### src/rtl/core/htbd_fifo.sv
`timescale 1ns / 1ps
module htbd_fifo #(
  parameter int unsigned W = 8
) (
  input  logic         clk_i,
  input  logic         rst_ni,
  input  logic         push_i,
  input  logic [W-1:0] wdata_i,
  output logic         full_o,
  input  logic         pop_i,
  output logic [W-1:0] rdata_o,
  output logic         empty_o
);

  logic [W-1:0] mem_q [2];
  logic         wptr_q, rptr_q;
  logic [1:0]   cnt_q;
  logic         do_push, do_pop;

  assign full_o  = (cnt_q == 2'd2);
  assign empty_o = (cnt_q == 2'd0);
  assign do_push = push_i && !full_o;
  assign do_pop  = pop_i && !empty_o;
  assign rdata_o = mem_q[rptr_q];

  // Store the incoming beat
  always_ff @(posedge clk_i) begin
    if (do_push) begin
      mem_q[wptr_q] <= wdata_i;
    end
  end

  // Advance pointers and count
  always_ff @(posedge clk_i or negedge rst_ni) begin
    if (!rst_ni) begin
      wptr_q <= 1'b0;
      rptr_q <= 1'b0;
      cnt_q  <= 2'd0;
    end else begin
      if (do_push) wptr_q <= ~wptr_q;
      if (do_pop)  rptr_q <= ~rptr_q;
      if (do_push && !do_pop) cnt_q <= cnt_q + 2'd1;
      else if (do_pop && !do_push) cnt_q <= cnt_q - 2'd1;
    end
  end

endmodule

### config.mk
export PLATFORM = sky130hd
export DESIGN_NAME = htbd_fifo
export DESIGN_NICKNAME = d
export VERILOG_FILES = /design/src/rtl/core/htbd_fifo.sv
export SDC_FILE = /design/constraint.sdc
export NUM_CORES = 1
export LEC_CHECK = 0
export BUFFER_PORTS_ARGS = -buffer_cell sky130_fd_sc_hd__buf_2
export CORE_UTILIZATION = 40
export CTS_CLUSTER_DIAMETER = 60
export DETAILED_ROUTE_END_ITERATION = 8
export PLACE_DENSITY = 0.73
export SYNTH_ARGS = -nofsm -noshare
export SYNTH_HDL_FRONTEND = slang
export SYNTH_SLANG_ARGS = --single-unit
### constraint.sdc
create_clock -name clk_i -period 1.6 [get_ports clk_i]
set_input_delay 0.24 -clock clk_i [delete_from_list [all_inputs] [get_ports clk_i]]
set_output_delay 0.24 -clock clk_i [all_outputs]
set_load 0.01 [all_outputs]
==> run summary <==
FLOORPLANNING
----------------------------------------------------------------------------------------------------
Initial core utilization ..............................................................       43.86%
Row count .............................................................................           15
Core Box Area ......................................................................... 0.001783 mm^2
Number of I/O pins ....................................................................           22
Width of the chip .....................................................................     46.22 um
Floorplan die height ..................................................................     46.22 um
Die ar. ............................................................................... 0.002136 mm^2

CTS
----------------------------------------------------------------------------------------------------
Count of H-tree levels built during CTS ...............................................            1
Clock tree from TritonCTS .............................................................        built
Clock Tree Buf Depth ..................................................................            2
TritonCTS buffer count ................................................................            3
Source-to-sink clock delay at the later pin of the worst-skew pair ....................      0.28 ns
# clock sinks .........................................................................           20
Root Buffer Master .................................................................... sky130_fd_sc_hd__clkbuf_4
Clock-pin slew reported for the worst setup and hold paths after clock tree synthesis .      0.10 ns

PLACE
----------------------------------------------------------------------------------------------------
Cell area reported after detailed placement ...........................................   928.4 um^2
Count of port buffers added during placement ..........................................           21
Dpl cells .............................................................................           91
Placer congestion estimate ............................................................       0.5884

GLOBAL ROUTE
----------------------------------------------------------------------------------------------------
Global route total overflow ...........................................................            0
Number of antenna violations at the first check in global routing .....................            0
GRT Resource Usage Total ..............................................................       10.99%
First-pass GRT wire length ............................................................      1545 um
Maximum number of pins on one net before global-route repair ..........................           12
Number of global-route vias before repair .............................................          372

SETUP PATH
----------------------------------------------------------------------------------------------------
Kind of end point of the critical path ................................................  output port
Worst reg-to-reg setup slack ..........................................................      0.16 ns
Biggest fanout along the worst timing path ............................................            9
Required arrival time at the worst endpoint ...........................................      1.36 ns
Critical path data arrival time .......................................................      1.29 ns
Kind of launch point of the worst setup path ..........................................    flip-flop
Crit Path Category .................................................................... flip-flop to output port

ROUTE
----------------------------------------------------------------------------------------------------
Met1 wire length ......................................................................       512 um
Vias per inst .........................................................................        4.320
Number of vias after detailed routing .................................................          419
Post-route DRC ........................................................................            0
Met3 wirelength from detailed routing .................................................        54 um
Uppermost metal layer occupied by signal nets .........................................         met3
Router iterations before antenna repair ...............................................            3
Average wire per cell in the routed design ............................................     11.20 um
Starting DRT DRC Count ................................................................            4
Final Routed Wirelength ...............................................................      1086 um
DRT antenna net count .................................................................            0
WL met2 ...............................................................................       518 um

SYNTH
----------------------------------------------------------------------------------------------------
Cell with the most instances after synthesis .......................................... sky130_fd_sc_hd__edfxtp_1
Asr flop ratio synth ..................................................................       20.00%
Flops & latches, synth ................................................................           20
Most common flop cell mapped by yosys ................................................. sky130_fd_sc_hd__edfxtp_1
Commonest cells post-synth ............................................................ sky130_fd_sc_hd__edfxtp_1 (16), sky130_fd_sc_hd__mux2_1 (6), sky130_fd_sc_hd__dfrtp_1 (4)
Synth Warn # ..........................................................................            0
Mapped Nets ...........................................................................           57
Number of distinct standard cells referenced by the synthesized netlist ...............           15
Area leader, netlist .................................................................. sky130_fd_sc_hd__edfxtp_1
Top cell type's share of synthesized area .............................................       61.44%
Number of enable flip-flop cells after synthesis ......................................           16
Syn_area_per_cell .....................................................................   17.77 um^2
Combined area of all synthesized cells ................................................   782.0 um^2
Synth area leaders .................................................................... sky130_fd_sc_hd__edfxtp_1 (61%), sky130_fd_sc_hd__dfrtp_1 (13%), sky130_fd_sc_hd__mux2_1 (8.6%), sky130_fd_sc_hd__mux2_2 (2.9%), sky130_fd_sc_hd__xnor2_1 (2.2%)
Sequential fraction of the synthesis area .............................................       74.24%
Cells after Synth .....................................................................           44

FINISH
----------------------------------------------------------------------------------------------------
# nets final ..........................................................................           86
Ratio of cells with drive above 1 in the final layout .................................       44.44%
Area grow syn2layout ..................................................................       24.48%
Non-Filler Instances ..................................................................           97
N_diodes ..............................................................................            0
Finished layout cell area .............................................................   973.4 um^2

STA
----------------------------------------------------------------------------------------------------
Slew at the pin with the worst max-slew slack .........................................    0.4013 ns
Final worst clock skew ................................................................  0.001372 ns
RSZ-0062 raised after global routing ..................................................           no
Upper clock frequency limit ...........................................................   0.6553 GHz
Final Setup Violations ................................................................            0
Final hold violation count ............................................................            0
Final critical path time including I/O delays and setup ...............................     1.526 ns
Pins over their slew limit ............................................................            0
Crit share post-route .................................................................       95.38%
Normalized max-slew margin ............................................................       73.25%
Final total negative setup slack ......................................................         0 ns

STATUS
----------------------------------------------------------------------------------------------------
Run status ............................................................................ finished, final reports clean

POWER AND IR DROP
----------------------------------------------------------------------------------------------------
Areal power density over the cells .................................................... 1686 mW/mm^2
Static leakage power ..................................................................    0.4076 nW
Max VDD drop ..........................................................................    0.9130 mV

RUN
----------------------------------------------------------------------------------------------------
Max capacitance violation total .......................................................            0

HOLD PATH
----------------------------------------------------------------------------------------------------
Hold crit path type ................................................................... primary input to flip-flop

## cell families after synthesis
logic type | Yosys count | share of synthesized area (%)
flip-flops | 20 | 74.24
multiplexers | 8 | 11.52
AND/OR/NAND/NOR | 6 | 3.841
XOR/XNOR | 5 | 6.561
buffers and inverters | 3 | 1.600
AO/OA/AOI/OAI | 1 | 0.6394
adder cells (fa/ha/maj) | 1 | 1.600
## power breakdown
| part | leakage [nW] | internal, mW | switching (mW) |
|---|---|---|---|
| sequential | 0.194 | 0.730 | 0.103 |
| combinational | 0.198 | 0.305 | 0.275 |
| clock | 0.0150 | 0.0967 | 0.131 |
| total | 0.408 | 1.13 | 0.509 |
## critical path, stage by stage (launching register included)
cell                      delay [ns]
sky130_fd_sc_hd__dfrtp_2        0.51
sky130_fd_sc_hd__mux2_2         0.36
sky130_fd_sc_hd__buf_2          0.14
## registers in the layout, indices dropped and copies added, names as in the netlist
signal  count
rptr_q      1
cnt_q       2
wptr_q      1
mem_q      16
## layer usage
metal | up-vias | GRT usage [%]
met3 | 0 | 3.529
met5 | - | 0
li1 | 212 | -
met2 | 14 | 15.77
met4 | 0 | 7.059
met1 | 193 | 14.18
## cell usage in the layout (no fill, tap or decap), drive strengths merged
cell type and instances:
buf 24, nand2b 1, inv 2, o21ai 1
edfxtp 16, clkbuf 4, xor2 2, mux2 8
dlygate4sd3 1, nand2 1, dfrtp 4, ha 1
and3 1, nor2 3, xnor2 3
## final timing paths
kind,from,endpoint,cells past startpoint
worst min-delay path,wdata_i[4],mem_q[0][4],1
worst max-delay path,rptr_q,rdata_o[5],2
max in group asynchronous,rst_ni,rptr_q,2
min in group asynchronous,rst_ni,cnt_q[0],2
worst min register to register,cnt_q[1],cnt_q[1],1
worst max register to register,cnt_q[0],cnt_q[1],7
## cell type report
type / instances / area, um^2
multi-input cells: 21 / 188.9
fillers: 159 / 809.5
inverters: 2 / 7.507
flip-flops and latches: 20 / 581.8
clock buffers: 4 / 26.28
repair buffers: 25 / 137.6
well taps: 25 / 31.28
## metrics by stage
stage | total power [mW] | utilization, % | hold slack, ns | setup slack (ns)
after floorplan | 1.204 | - | -0.05559 | 0.2079
after global placement | 1.392 | 52.07 | 0.04956 | 0.1721
after detailed placement | 1.407 | 52.07 | 0.05165 | 0.1098
after CTS | 1.645 | 54.18 | 0.1240 | 0.05272
after global routing | 1.747 | 54.60 | 0.1111 | 0.01841
final | 1.641 | 54.60 | 0.1375 | 0.07389
## timing repair
item                                    in CTS  in global routing
resized for setup                            1                  0
hold endpoints to repair                     4                  0
cloned                                       0                  0
hold buffers                                 1                  0
endpoints found under the setup margin       8                  1
setup buffers                                0                  1
Power figures use the tool's default switching activity.
