$ cat src/rtl/core/htbd_pkg.sv
`timescale 1ns / 1ps
package htbd_pkg;

  localparam int unsigned NodesDefault     = 512;
  localparam int unsigned MaxCodeLenDefault = 16;
  localparam int unsigned SymbolCountDefault = 256;

  localparam int unsigned LenW = 6;
  localparam logic [7:0]  SymNewline = 8'd10;

  typedef enum logic [1:0] {
    MODE_LOAD   = 2'd0,
    MODE_SEG    = 2'd1,
    MODE_DECODE = 2'd2,
    MODE_NONE   = 2'd3
  } mode_e;

  typedef enum logic [1:0] {
    CMD_LOAD,
    CMD_SEG,
    CMD_DEC
  } cmd_kind_e;

  typedef enum logic [1:0] {
    STATUS_OK   = 2'd0,
    STATUS_FULL = 2'd1,
    STATUS_MISS = 2'd2
  } status_e;

  typedef enum logic [2:0] {
    S_CLEAR,
    S_IDLE,
    S_LWALK,
    S_LCHK,
    S_DCUR,
    S_DNXT,
    S_EMIT
  } back_state_e;

  typedef struct packed {
    cmd_kind_e       kind;
    logic [7:0]      sym;
    logic [15:0]     code;
    logic [LenW-1:0] len;
    logic [15:0]     limit;
    logic            sbit;
  } cmd_t;

  typedef struct packed {
    logic [7:0]  symbol;
    logic        symbol_valid;
    logic        segment_done;
    logic [31:0] bit_position;
    status_e     status;
  } res_t;

endpackage

$ cat src/rtl/core/htbd_fifo.sv
`timescale 1ns / 1ps
module htbd_fifo #(
  parameter int unsigned W = 8
) (
  input  logic         clk_i,
  input  logic         rst_ni,
  input  logic         push_i,
  input  logic [W-1:0] wdata_i,
  output logic         full_o,
  input  logic         pop_i,
  output logic [W-1:0] rdata_o,
  output logic         empty_o
);

  logic [W-1:0] mem_q [2];
  logic         wptr_q, rptr_q;
  logic [1:0]   cnt_q;
  logic         do_push, do_pop;

  assign full_o  = (cnt_q == 2'd2);
  assign empty_o = (cnt_q == 2'd0);
  assign do_push = push_i && !full_o;
  assign do_pop  = pop_i && !empty_o;
  assign rdata_o = mem_q[rptr_q];

  // Store the incoming beat
  always_ff @(posedge clk_i) begin
    if (do_push) begin
      mem_q[wptr_q] <= wdata_i;
    end
  end

  // Advance pointers and count
  always_ff @(posedge clk_i or negedge rst_ni) begin
    if (!rst_ni) begin
      wptr_q <= 1'b0;
      rptr_q <= 1'b0;
      cnt_q  <= 2'd0;
    end else begin
      if (do_push) wptr_q <= ~wptr_q;
      if (do_pop)  rptr_q <= ~rptr_q;
      if (do_push && !do_pop) cnt_q <= cnt_q + 2'd1;
      else if (do_pop && !do_push) cnt_q <= cnt_q - 2'd1;
    end
  end

endmodule

$ cat src/rtl/core/htbd_front.sv
`timescale 1ns / 1ps
module htbd_front #(
  parameter int unsigned MAX_CODE_LEN = htbd_pkg::MaxCodeLenDefault,
  parameter int unsigned SYMBOL_COUNT = htbd_pkg::SymbolCountDefault
) (
  input  logic           clk_i,
  input  logic           rst_ni,
  input  logic           push_i,
  output logic           full_o,
  input  logic [1:0]     mode_i,
  input  logic [7:0]     symbol_in_i,
  input  logic [15:0]    code_bits_i,
  input  logic [4:0]     code_length_i,
  input  logic [15:0]    line_limit_i,
  input  logic           stream_bit_i,
  input  logic           cmd_pop_i,
  output htbd_pkg::cmd_t cmd_o,
  output logic           cmd_empty_o
);

  htbd_pkg::cmd_t cmd;
  logic           keep;
  logic [htbd_pkg::LenW-1:0] len_ext;
  logic [$bits(htbd_pkg::cmd_t)-1:0] q_rdata;

  assign len_ext = {1'b0, code_length_i};

  // Classify the beat; drop unused modes and out-of-range load symbols, clamp the length
  always_comb begin
    cmd.sym   = symbol_in_i;
    cmd.code  = code_bits_i;
    cmd.len   = (len_ext > htbd_pkg::LenW'(MAX_CODE_LEN)) ?
                htbd_pkg::LenW'(MAX_CODE_LEN) : len_ext;
    cmd.limit = line_limit_i;
    cmd.sbit  = stream_bit_i;
    cmd.kind  = htbd_pkg::CMD_DEC;
    keep      = 1'b0;
    unique case (htbd_pkg::mode_e'(mode_i))
      htbd_pkg::MODE_LOAD: begin
        cmd.kind = htbd_pkg::CMD_LOAD;
        keep     = ({1'b0, symbol_in_i} < 9'(SYMBOL_COUNT));
      end
      htbd_pkg::MODE_SEG: begin
        cmd.kind = htbd_pkg::CMD_SEG;
        keep     = 1'b1;
      end
      htbd_pkg::MODE_DECODE: begin
        cmd.kind = htbd_pkg::CMD_DEC;
        keep     = 1'b1;
      end
      htbd_pkg::MODE_NONE: begin
        keep     = 1'b0;
      end
      default: keep = 1'b0;
    endcase
  end

  htbd_fifo #(
    .W($bits(htbd_pkg::cmd_t))
  ) u_cmd_q (
    .clk_i   (clk_i),
    .rst_ni  (rst_ni),
    .push_i  (push_i && keep),
    .wdata_i (cmd),
    .full_o  (full_o),
    .pop_i   (cmd_pop_i),
    .rdata_o (q_rdata),
    .empty_o (cmd_empty_o)
  );

  assign cmd_o = htbd_pkg::cmd_t'(q_rdata);

endmodule

$ cat config.mk
export PLATFORM = sky130hd
export DESIGN_NAME = htbd_front
export DESIGN_NICKNAME = d
export VERILOG_FILES = /design/src/rtl/core/htbd_pkg.sv /design/src/rtl/core/htbd_fifo.sv /design/src/rtl/core/htbd_front.sv
export SDC_FILE = /design/constraint.sdc
export NUM_CORES = 1
export LEC_CHECK = 0
export BUFFER_PORTS_ARGS = -buffer_cell sky130_fd_sc_hd__buf_2
export CAP_MARGIN = 30
export CELL_PAD_IN_SITES_DETAIL_PLACEMENT = 1
export CELL_PAD_IN_SITES_GLOBAL_PLACEMENT = 1
export CORE_MARGIN = 1.5
export CORE_UTILIZATION = 40
export CTS_BUF_LIST = sky130_fd_sc_hd__clkbuf_4
export DETAILED_ROUTE_END_ITERATION = 16
export PLACE_DENSITY = 0.85
export SYNTH_ARGS = -nofsm -noshare
export SYNTH_HDL_FRONTEND = slang
export SYNTH_SLANG_ARGS = --single-unit
export TNS_END_PERCENT = 5
$ cat constraint.sdc
create_clock -name clk_i -period 3.45 [get_ports clk_i]
set_clock_uncertainty 0.1 [all_clocks]
set_input_delay 0.1725 -clock clk_i [delete_from_list [all_inputs] [get_ports clk_i]]
set_output_delay 0.1725 -clock clk_i [all_outputs]
set_load 0.01 [all_outputs]
==> qor.txt, run 1 <==
Setup Crit Path Kind: reg2out
Switching Fraction: 29.9%
Post-DP HPWL: 4440 um
Worst r2r src: u_cmd_q.cnt_q[1]
Largest net degree at the start of global routing: 49
Non-Filler Instances: 451
Largest stage delay, worst path: 0.89 ns
Worst-skew pair later-pin latency: 0.41 ns
Drt wl/cell: 16.2 um
Synth unique cells: 19
Sequential share of power: 50.9%
Worst Max-Slew Pin Slew: 0.763 ns
Synth Register Bits: 100
Post-synth top area cell: edfxtp_1
Via Count: 2,077
Critical Path End Type: output pin
Max Clock Freq: 0.413 GHz
Reg clk slew, reported paths: 0.13 ns
CP max stage cell: dfrtp_2
Period minus WS final: 2.42 ns
Syn avg cell area: 21.1 sq um
CTS tree: yes
Worst Setup EP: cmd_o[2]
Nets: 388
Worst-case reg-to-reg path depth: 4
CP Max Fanout: 32
Via/cell ratio: 4.61
Area delta synth->final: 33.5%
Startpoint Class: flip-flop
Family with the most delay on the worst path: flip-flops
Share of layout cells above drive strength 1: 50.9%
Period utilisation layout: 70.2%
Yosys Warn Count: 0
First-pass GRT wire length: 11,200 um
Clk pwr share: 17.6%
Top-Level Pins: 103
Status: complete, no violations
Initial DRC count: 76
CTS Sinks: 100
Vias in the first global route: 2,243
Pint: 2400 uW
Initial Util: 40.9%
Antenna-violating nets left: 0
Die Area: 10,000 sq um
WP data required: 3.18 ns
Die H: 100 um
Drt pass-1 iters: 4
Top-area cell type share of the netlist area: 76.6%
GR Overflow Total: 0
Leak Pwr: 0.00193 uW
Slew margin rel.: 49.2%
Mapped Cells: 178
DIE WIDTH: 100 um
Max-slew violations: 0
# setup viols final: 0
Setup TNS: 0 ns
RSZ-0062 raised after global routing: false
Combinational share of power: 31.5%
CTS root buf: clkbuf_4
TritonCTS buffer count: 9
Worst Setup SP: u_cmd_q.rptr_q
Antenna violations before repair: 0
Maximum clock path buffer count: 2
Switch Pwr: 1020 uW
Synth area leaders: edfxtp_1 77%, mux2_2 11%, mux2_4 4.0%, dfrtp_1 2.7%, nor2b_1 0.83%
Max VDD drop: 0.369 mV
DRC Markers: 0
Cell Area, Synth: 3760 sq um
Final wirelength: 7320 um
Placed Cells: 386
Hold WC Path Type: in2reg
Crit path buffers/inverters: 2
IO buf count: 101
Dpl cell area: 4390 sq um
Finished layout cell area: 5030 sq um
CP cell instances: buf_4, mux2_2, buf_2
Worst reg2reg path endpoint: u_cmd_q.mem_q[1][47]
WP depth: 3
Crit path DAT: 2.15 ns
# Max-Cap Violations: 0
PwrDens: 680 nW/um^2
GRT Total Usage: 15.2%
R2R setup slack: 1.37 ns
Hold_ws: 0.0556 ns
Register area share after synthesis: 79.3%
GP Congestion: 0.710
Core area: 9200 sq um
Ant diodes: 0
Final number of hold-violating endpoints: 0
Std-Cell Rows: 35
Post-Syn Nets: 231
CTS H-tree depth: 3
==> metrics by stage <==
| stage | power (uW) | util [%] | worst slack [ns] |
|---|---|---|---|
| 2_1_floorplan | 2440 | - | 0.0627 |
| 3_3_place_gp | 2770 | 47.7 | 1.45 |
| 3_5_place_dp | 2810 | 47.7 | 1.37 |
| 4_1_cts | 3460 | 54.7 | 0.951 |
| 5_1_grt | 3590 | 54.7 | 0.865 |
| 6_report | 3420 | 54.7 | 1.03 |
==> routing by layer <==
metal / up-vias / wire [um] / GRT usage, %
met4: 0 / 63 / 5.42
met2: 62 / 4100 / 28.9
li1: 996 / - / -
met1: 1012 / 2850 / 16.4
met5: - / 0 / 0
met3: 7 / 303 / 3.48
==> placed cells by master, fill, tap and decap left out <==
| cell | instances |
|---|---|
| buf_2 | 101 |
| edfxtp_1 | 96 |
| dlygate4sd3_1 | 49 |
| mux2_2 | 38 |
| clkbuf_4 | 11 |
| mux2_4 | 10 |
| nor2b_1 | 5 |
| buf_4 | 4 |
| xnor2_1 | 3 |
| dfrtp_1 | 3 |
| inv_1 | 2 |
| nor2_1 | 2 |
| nor2_4 | 2 |
| xor2_1 | 2 |
| clkinv_4 | 2 |
| clkinvlp_4 | 2 |
| nor2b_2 | 1 |
| nand2_1 | 1 |
| nand3b_1 | 1 |
| o21ai_0 | 1 |
| ha_1 | 1 |
| conb_1 | 1 |
| bufinv_16 | 1 |
| dfrtp_2 | 1 |
==> registers in the layout, indices dropped and copies added, names as in the netlist <==
signal / count
u_cmd_q.wptr_q: 1
u_cmd_q.mem_q: 96
u_cmd_q.cnt_q: 2
u_cmd_q.rptr_q: 1
==> how the worst min path moves through the flow <==
stage | start | end | slack, ns | cells after the start
after global routing | mode_i[0] | u_cmd_q.mem_q[0][46] | 0.02 | 2
after global placement | rst_ni | u_cmd_q.cnt_q[0] | -0.11 | 1
after detailed placement | rst_ni | u_cmd_q.cnt_q[0] | -0.11 | 1
after floorplan | rst_ni | u_cmd_q.cnt_q[0] | -0.22 | 0
after CTS | mode_i[0] | u_cmd_q.mem_q[1][46] | 0.01 | 2
final | mode_i[0] | u_cmd_q.mem_q[1][46] | 0.06 | 2
==> logic make-up after synthesis <==
| group | after synthesis | share of synthesized area, % |
|---|---|---|
| DFF | 100 | 79.3 |
| muxes | 48 | 15.4 |
| and+or+nand+nor | 12 | 1.76 |
| buffers and inverters | 10 | 1.89 |
| xor gates and xnor gates | 5 | 1.16 |
| adders and majority gates | 1 | 0.332 |
| other | 1 | 0.0996 |
| AOI/OAI and AO/OA | 1 | 0.133 |
==> area by class of cell <==
type,count,area [sq um]
multi-input combinational,68,724
sequential,100,2980
fill,871,4170
clock inverter,5,62.6
inverter,2,7.51
timing repair buffer,154,1030
clock buffer,11,82.6
tap,111,139
==> worst reg2reg max path, stage by stage, from the launching register on <==
cell and delay, ns:
dfrtp_1 0.44, nor2b_2 0.17, nand3b_1 0.31, nor2_4 0.14, buf_4 0.52
==> cell usage after synthesis, drive strengths merged <==
| cell type | count |
|---|---|
| dfrtp | 4 |
| nor2b | 6 |
| ha | 1 |
| edfxtp | 96 |
| nand3b | 1 |
| conb | 1 |
| xnor2 | 3 |
| mux2 | 48 |
| nand2 | 1 |
| o21ai | 1 |
| buf | 6 |
| xor2 | 2 |
| inv | 2 |
| clkbuf | 2 |
| nor2 | 4 |
==> power groups by stage <==
stage	Combinational [uW]	Clock (uW)	Sequential [uW]
final	1080	603	1740
after global routing	1160	659	1770
after CTS	1090	627	1750
after detailed placement	1040	0	1770
after global placement	1010	0	1760
after floorplan	757	0	1680
==> repair_timing <==
action / in CTS / in global routing
endpoints found under the hold margin: 99 / 0
hold buffers: 49 / 0
buffers inserted: 0 / 0
resized for setup: 0 / 0
Note: power is estimated with default switching activity, not from simulation.
==> run 2, diff against run 1 <==
clock period = 1.95 ns   (was 3.45 ns; I/O delays follow)
==> qor.txt, run 2 (synthesis gave the netlist of run 1 again) <==
Status: complete, no violations (unchanged)
WP data required: 1.75 ns (was 3.18 ns)
Largest registers: u_cmd_q.mem_q (96), u_cmd_q.cnt_q (2) (unchanged)
Largest net degree at the start of global routing: 30 (was 49)
Worst r2r src: u_cmd_q.cnt_q[0] (was u_cmd_q.cnt_q[1])
Worst Setup SP: u_cmd_q.rptr_q (unchanged)
CP Max Fanout: 29 (was 32)
Antenna violations before repair: 0 (unchanged)
Finished layout cell area: 5190 sq um (was 5030 sq um)
Drt wl/cell: 17.7 um (was 16.2 um)
Nets: 396 (was 388)
Critical Path End Type: output pin (unchanged)
RSZ-0062 raised after global routing: false (unchanged)
Antenna-violating nets left: 0 (unchanged)
DRC Markers: 0 (unchanged)
CTS root buf: clkbuf_4 (unchanged)
# Max-Cap Violations: 0 (unchanged)
Initial DRC count: 60 (was 76)
Maximum clock path buffer count: 2 (unchanged)
Final number of hold-violating endpoints: 0 (unchanged)
Max VDD drop: 0.648 mV (was 0.369 mV)
Via Count: 2,145 (was 2,077)
Max-slew violations: 0 (unchanged)
IO buf count: 101 (unchanged)
Period utilisation layout: 93.2%
Ant diodes: 0 (unchanged)
CP cell instances: buf_12, mux2_2, buf_2 (was buf_4, mux2_2, buf_2)
GR Overflow Total: 0 (unchanged)
CTS H-tree depth: 3 (unchanged)
Drt pass-1 iters: 5 (was 4)
Reg clk slew, reported paths: 0.15 ns (was 0.13 ns)
Crit path DAT: 1.62 ns (was 2.15 ns)
Die H: 100 um (unchanged)
TritonCTS buffer count: 9 (unchanged)
Fin util: 56.4% (was 54.7%)
Leak Pwr: 0.00201 uW (was 0.00193 uW)
Vias in the first global route: 2,476 (was 2,243)
Dpl cell area: 4470 sq um (was 4390 sq um)
# setup viols final: 0 (unchanged)
Worst-skew pair later-pin latency: 0.42 ns (was 0.41 ns)
Most frequent cells in the layout: 101 x buf_2, 96 x edfxtp_1, 51 x dlygate4sd3_1 (was 101 x buf_2, 96 x edfxtp_1, 49 x dlygate4sd3_1)
Core area: 9200 sq um (unchanged)
Family with the most delay on the worst path: flip-flops (unchanged)
Final wirelength: 8080 um (was 7320 um)
Largest register FFs: 96 (unchanged)
Hold Path Origin: push_i (was mode_i[0])
Largest reg by FF count: u_cmd_q.mem_q (unchanged)
Post-DP HPWL: 4970 um (was 4440 um)
Crit path buffers/inverters: 2 (unchanged)
Top-Level Pins: 103 (unchanged)
Period minus WS final: 1.82 ns
CTS Sinks: 100 (unchanged)
Largest stage delay, worst path: 0.44 ns (was 0.89 ns)
Initial Util: 40.9% (unchanged)
First-pass GRT wire length: 12,700 um (was 11,200 um)
PnR worst setup slack: 0.132 ns (was 1.03 ns)
CP max stage cell: dfrtp_2 (unchanged)
Startpoint Class: flip-flop (unchanged)
Share of layout cells above drive strength 1: 51.0% (was 50.9%)
DIE WIDTH: 100 um (unchanged)
Setup Crit Path Kind: reg2out (unchanged)
Hold_ws: 0.0759 ns (was 0.0556 ns)
Max Clock Freq: 0.550 GHz
PwrDens: 1250 nW/um^2 (was 680 nW/um^2)
Std-Cell Rows: 35 (unchanged)
Setup WS pre-CTS: 0.108 ns (was 1.37 ns)
GRT Total Usage: 17.1% (was 15.2%)
GP Congestion: 0.709 (was 0.710)
Most common cell after layout, fill and taps aside: buf_2 (unchanged)
CTS tree: yes (unchanged)
Die Area: 10,000 sq um (unchanged)
Hold WC Path Type: in2reg (unchanged)
Via/cell ratio: 4.68 (was 4.61)
Area delta synth->final: 37.9% (was 33.5%)
-- run 2: final cells by class --
class                           instances  area [sq um]
Timing Repair Buffer                  162          1150
Inverter                                2          7.51
Clock inverter                          5           101
Fill cell                             877          4010
Multi-Input combinational cell         68           729
Clock buffer                           10          75.1
Sequential cell                       100          2980
Tap cell                              111           139
-- run 2: path summary, 6_finish.rpt --
kind	slack, ns	cells past startpoint	end
worst max-delay path	0.13	3	cmd_o[39]
worst min-delay path	0.08	5	u_cmd_q.cnt_q[0]
worst max register to register	0.22	5	u_cmd_q.cnt_q[1]
worst min register to register	0.47	1	u_cmd_q.cnt_q[1]
max in group asynchronous	1.09	3	u_cmd_q.wptr_q
min in group asynchronous	0.47	3	u_cmd_q.cnt_q[0]
-- run 2: metrics by stage --
step | cells | total power, uW | setup TNS, ns
final | 458 | 6480 | 0
after global routing | 458 | 6810 | 0
after CTS | 456 | 6530 | 0
after detailed placement | 388 | 5140 | 0
after global placement | 388 | 5040 | 0
after floorplan | 178 | 4330 | -17.34
-- run 2: repair_timing --
item,4_1_cts,5_1_grt
gates resized for setup,0,0
setup endpoints to repair,39,1
buffers inserted,2,2
hold buffers,51,0
endpoints found under the hold margin,101,0
-- run 2: where the power goes --
part,leakage [uW],switching [uW],internal [uW],total [uW]
clock network,0.0000901,635,654,1290
registers,0.000932,157,2820,2970
logic,0.000983,1080,1140,2220
total,0.00201,1880,4610,6480
-- run 2: metal layers --
metal	share of wire [%]	routed length (um)	global-route usage, %
met4	1.1	85	5.42
met1	39	3140	19.0
met5	0	0	0
met2	55	4480	32.0
met3	4.7	381	4.04
-- run 2: worst register-to-register path, stage by stage (launching register included) --
cell and delay [ns]:
dfrtp_1 0.50, o21ai_0 0.39, ha_1 0.24, xor2_1 0.18
nor2_1 0.08, xor2_1 0.15
==> run 3, diff against run 2 <==
PLACE_DENSITY = unset   (was 0.85)
PLACE_DENSITY_LB_ADDON = 0.1   (was unset)
SETUP_SLACK_MARGIN = 0.15   (was unset)
==> qor.txt, run 3 (synthesis gave the netlist of run 1 again) <==
Setup Crit Path Kind: reg2out (unchanged)
Worst Setup EP: cmd_o[6] (was cmd_o[39])
DIE WIDTH: 100 um (unchanged)
Maximum clock path buffer count: 2 (unchanged)
CTS H-tree depth: 3 (unchanged)
Nets: 397 (was 396)
Initial DRC count: 60 (unchanged)
Post-DP HPWL: 4760 um (was 4970 um)
Layout fillers: 886 (was 877)
Die Area: 10,000 sq um (unchanged)
Setup TNS: 0 ns (unchanged)
Startpoint Class: flip-flop (unchanged)
Finished layout cell area: 5200 sq um (was 5190 sq um)
Worst-skew pair later-pin latency: 0.42 ns (about the same)
Max VDD drop: 0.705 mV (was 0.648 mV)
Final wirelength: 7290 um (was 8080 um)
Ant diodes: 0 (unchanged)
Drt pass-1 iters: 4 (was 5)
Leak Pwr: 0.00201 uW (about the same)
Reg clk slew, reported paths: 0.15 ns (about the same)
DRC Markers: 0 (unchanged)
# setup viols final: 0 (unchanged)
Largest registers: u_cmd_q.mem_q (96), u_cmd_q.cnt_q (2) (unchanged)
Drt wl/cell: 15.8 um (was 17.7 um)
GR Overflow Total: 0 (unchanged)
Std-Cell Rows: 35 (unchanged)
Period minus WS final: 1.83 ns (was 1.82 ns)
Via Count: 2,126 (was 2,145)
CTS Sinks: 100 (unchanged)
Status: complete, no violations (unchanged)
Most frequent cells in the layout: 101 x buf_2, 96 x edfxtp_1, 52 x dlygate4sd3_1 (was 101 x buf_2, 96 x edfxtp_1, 51 x dlygate4sd3_1)
Share of layout cells above drive strength 1: 51.3% (was 51.0%)
Core area: 9200 sq um (unchanged)
IO buf count: 101 (unchanged)
R2R setup slack: 0.24 ns (was 0.22 ns)
CTS tree: yes (unchanged)
Area delta synth->final: 38.2% (was 37.9%)
RSZ-0062 raised after global routing: true (was false)
Initial Util: 40.9% (unchanged)
Final number of hold-violating endpoints: 0 (unchanged)
Worst-case reg-to-reg path depth: 5 (unchanged)
Worst reg2reg path endpoint: u_cmd_q.mem_q[0][37] (was u_cmd_q.cnt_q[1])
Largest net degree at the start of global routing: 32 (was 30)
CP Max Fanout: 22 (was 29)
# Max-Cap Violations: 0 (unchanged)
Max-slew violations: 0 (unchanged)
Hold depth: 2 (was 5)
Critical Path End Type: output pin (unchanged)
Largest register FFs: 96 (unchanged)
Worst r2r src: u_cmd_q.cnt_q[1] (was u_cmd_q.cnt_q[0])
Die H: 100 um (unchanged)
Worst Setup SP: u_cmd_q.rptr_q (unchanged)
Crit path DAT: 1.64 ns (was 1.62 ns)
Largest reg by FF count: u_cmd_q.mem_q (unchanged)
GP Congestion: 0.716 (was 0.709)
Hold WC Path Type: in2reg (unchanged)
Antenna violations before repair: 0 (unchanged)
Via/cell ratio: 4.62 (was 4.68)
TritonCTS buffer count: 9 (unchanged)
Period utilisation layout: 94.1% (was 93.2%)
First-pass GRT wire length: 11,700 um (was 12,700 um)
Dpl cell area: 4480 sq um (was 4470 sq um)
PwrDens: 1230 nW/um^2 (was 1250 nW/um^2)
Antenna-violating nets left: 0 (unchanged)
Max Clock Freq: 0.545 GHz (was 0.550 GHz)
CTS root buf: clkbuf_4 (unchanged)
Vias in the first global route: 2,310 (was 2,476)
Most common cell after layout, fill and taps aside: buf_2 (unchanged)
WP data required: 1.75 ns (about the same)
Top-Level Pins: 103 (unchanged)
GRT Total Usage: 15.5% (was 17.1%)
==> run 3: final cells by class <==
class | count | area (sq um) | share of cell area [%]
repair buffers | 163 | 1160 | 22.4
clock buffers | 9 | 67.6 | 1.30
inverters | 2 | 7.51 | 0.144
clock inverters | 7 | 108 | 2.07
multi-input cells | 68 | 729 | 14.0
flip-flops and latches | 100 | 2990 | 57.4
well taps | 111 | 139 | 2.67
==> run 3: repair_timing <==
item	in CTS	in global routing
hold buffers	51	1
hold endpoints to repair	101	1
setup buffers	2	1
endpoints found under the setup margin	61	142
pin swaps	0	0
gates resized for setup	1	0
==> run 3: where the power goes <==
group	switching (uW)	internal (uW)	total, uW
combinational	1050	1150	2200
clock	692	545	1240
sequential	150	2820	2970
==> run 3: worst min-delay path by stage <==
stage	startpoint	endpoint	slack, ns
after floorplan	rst_ni	u_cmd_q.cnt_q[0]	-0.30
after global routing	line_limit_i[3]	u_cmd_q.mem_q[1][4]	0.26
after detailed placement	rst_ni	u_cmd_q.cnt_q[1]	-0.19
final	code_bits_i[12]	u_cmd_q.mem_q[1][34]	0.28
after global placement	rst_ni	u_cmd_q.cnt_q[0]	-0.19
after CTS	push_i	u_cmd_q.wptr_q	0.02
==> run 3: critical path, stage by stage, from the launching register on <==
cell	delay, ns
dfrtp_4	0.49
buf_12	0.19
mux2_2	0.37
buf_2	0.15
==> run 3: routing by layer <==
layer / track usage [%] / vias to the layer above / share of wire, %
met5: 0 / - / 0
met1: 19.1 / 1037 / 42
met2: 26.9 / 65 / 52
met3: 3.34 / 10 / 4.8
li1: - / 1014 / -
met4: 5.85 / 0 / 1.5
==> run 3: metrics by stage <==
step	instances	power [uW]	util, %	setup slack [ns]	hold WS, ns
2_1_floorplan	178	4330	-	-0.191	-0.298
3_3_place_gp	389	5110	48.7	0.188	-0.190
3_5_place_dp	389	5150	48.7	0.150	-0.189
4_1_cts	458	6510	56.4	0.0874	0.0176
5_1_grt	460	6750	56.6	0.0625	0.257
6_report	460	6410	56.6	0.116	0.283
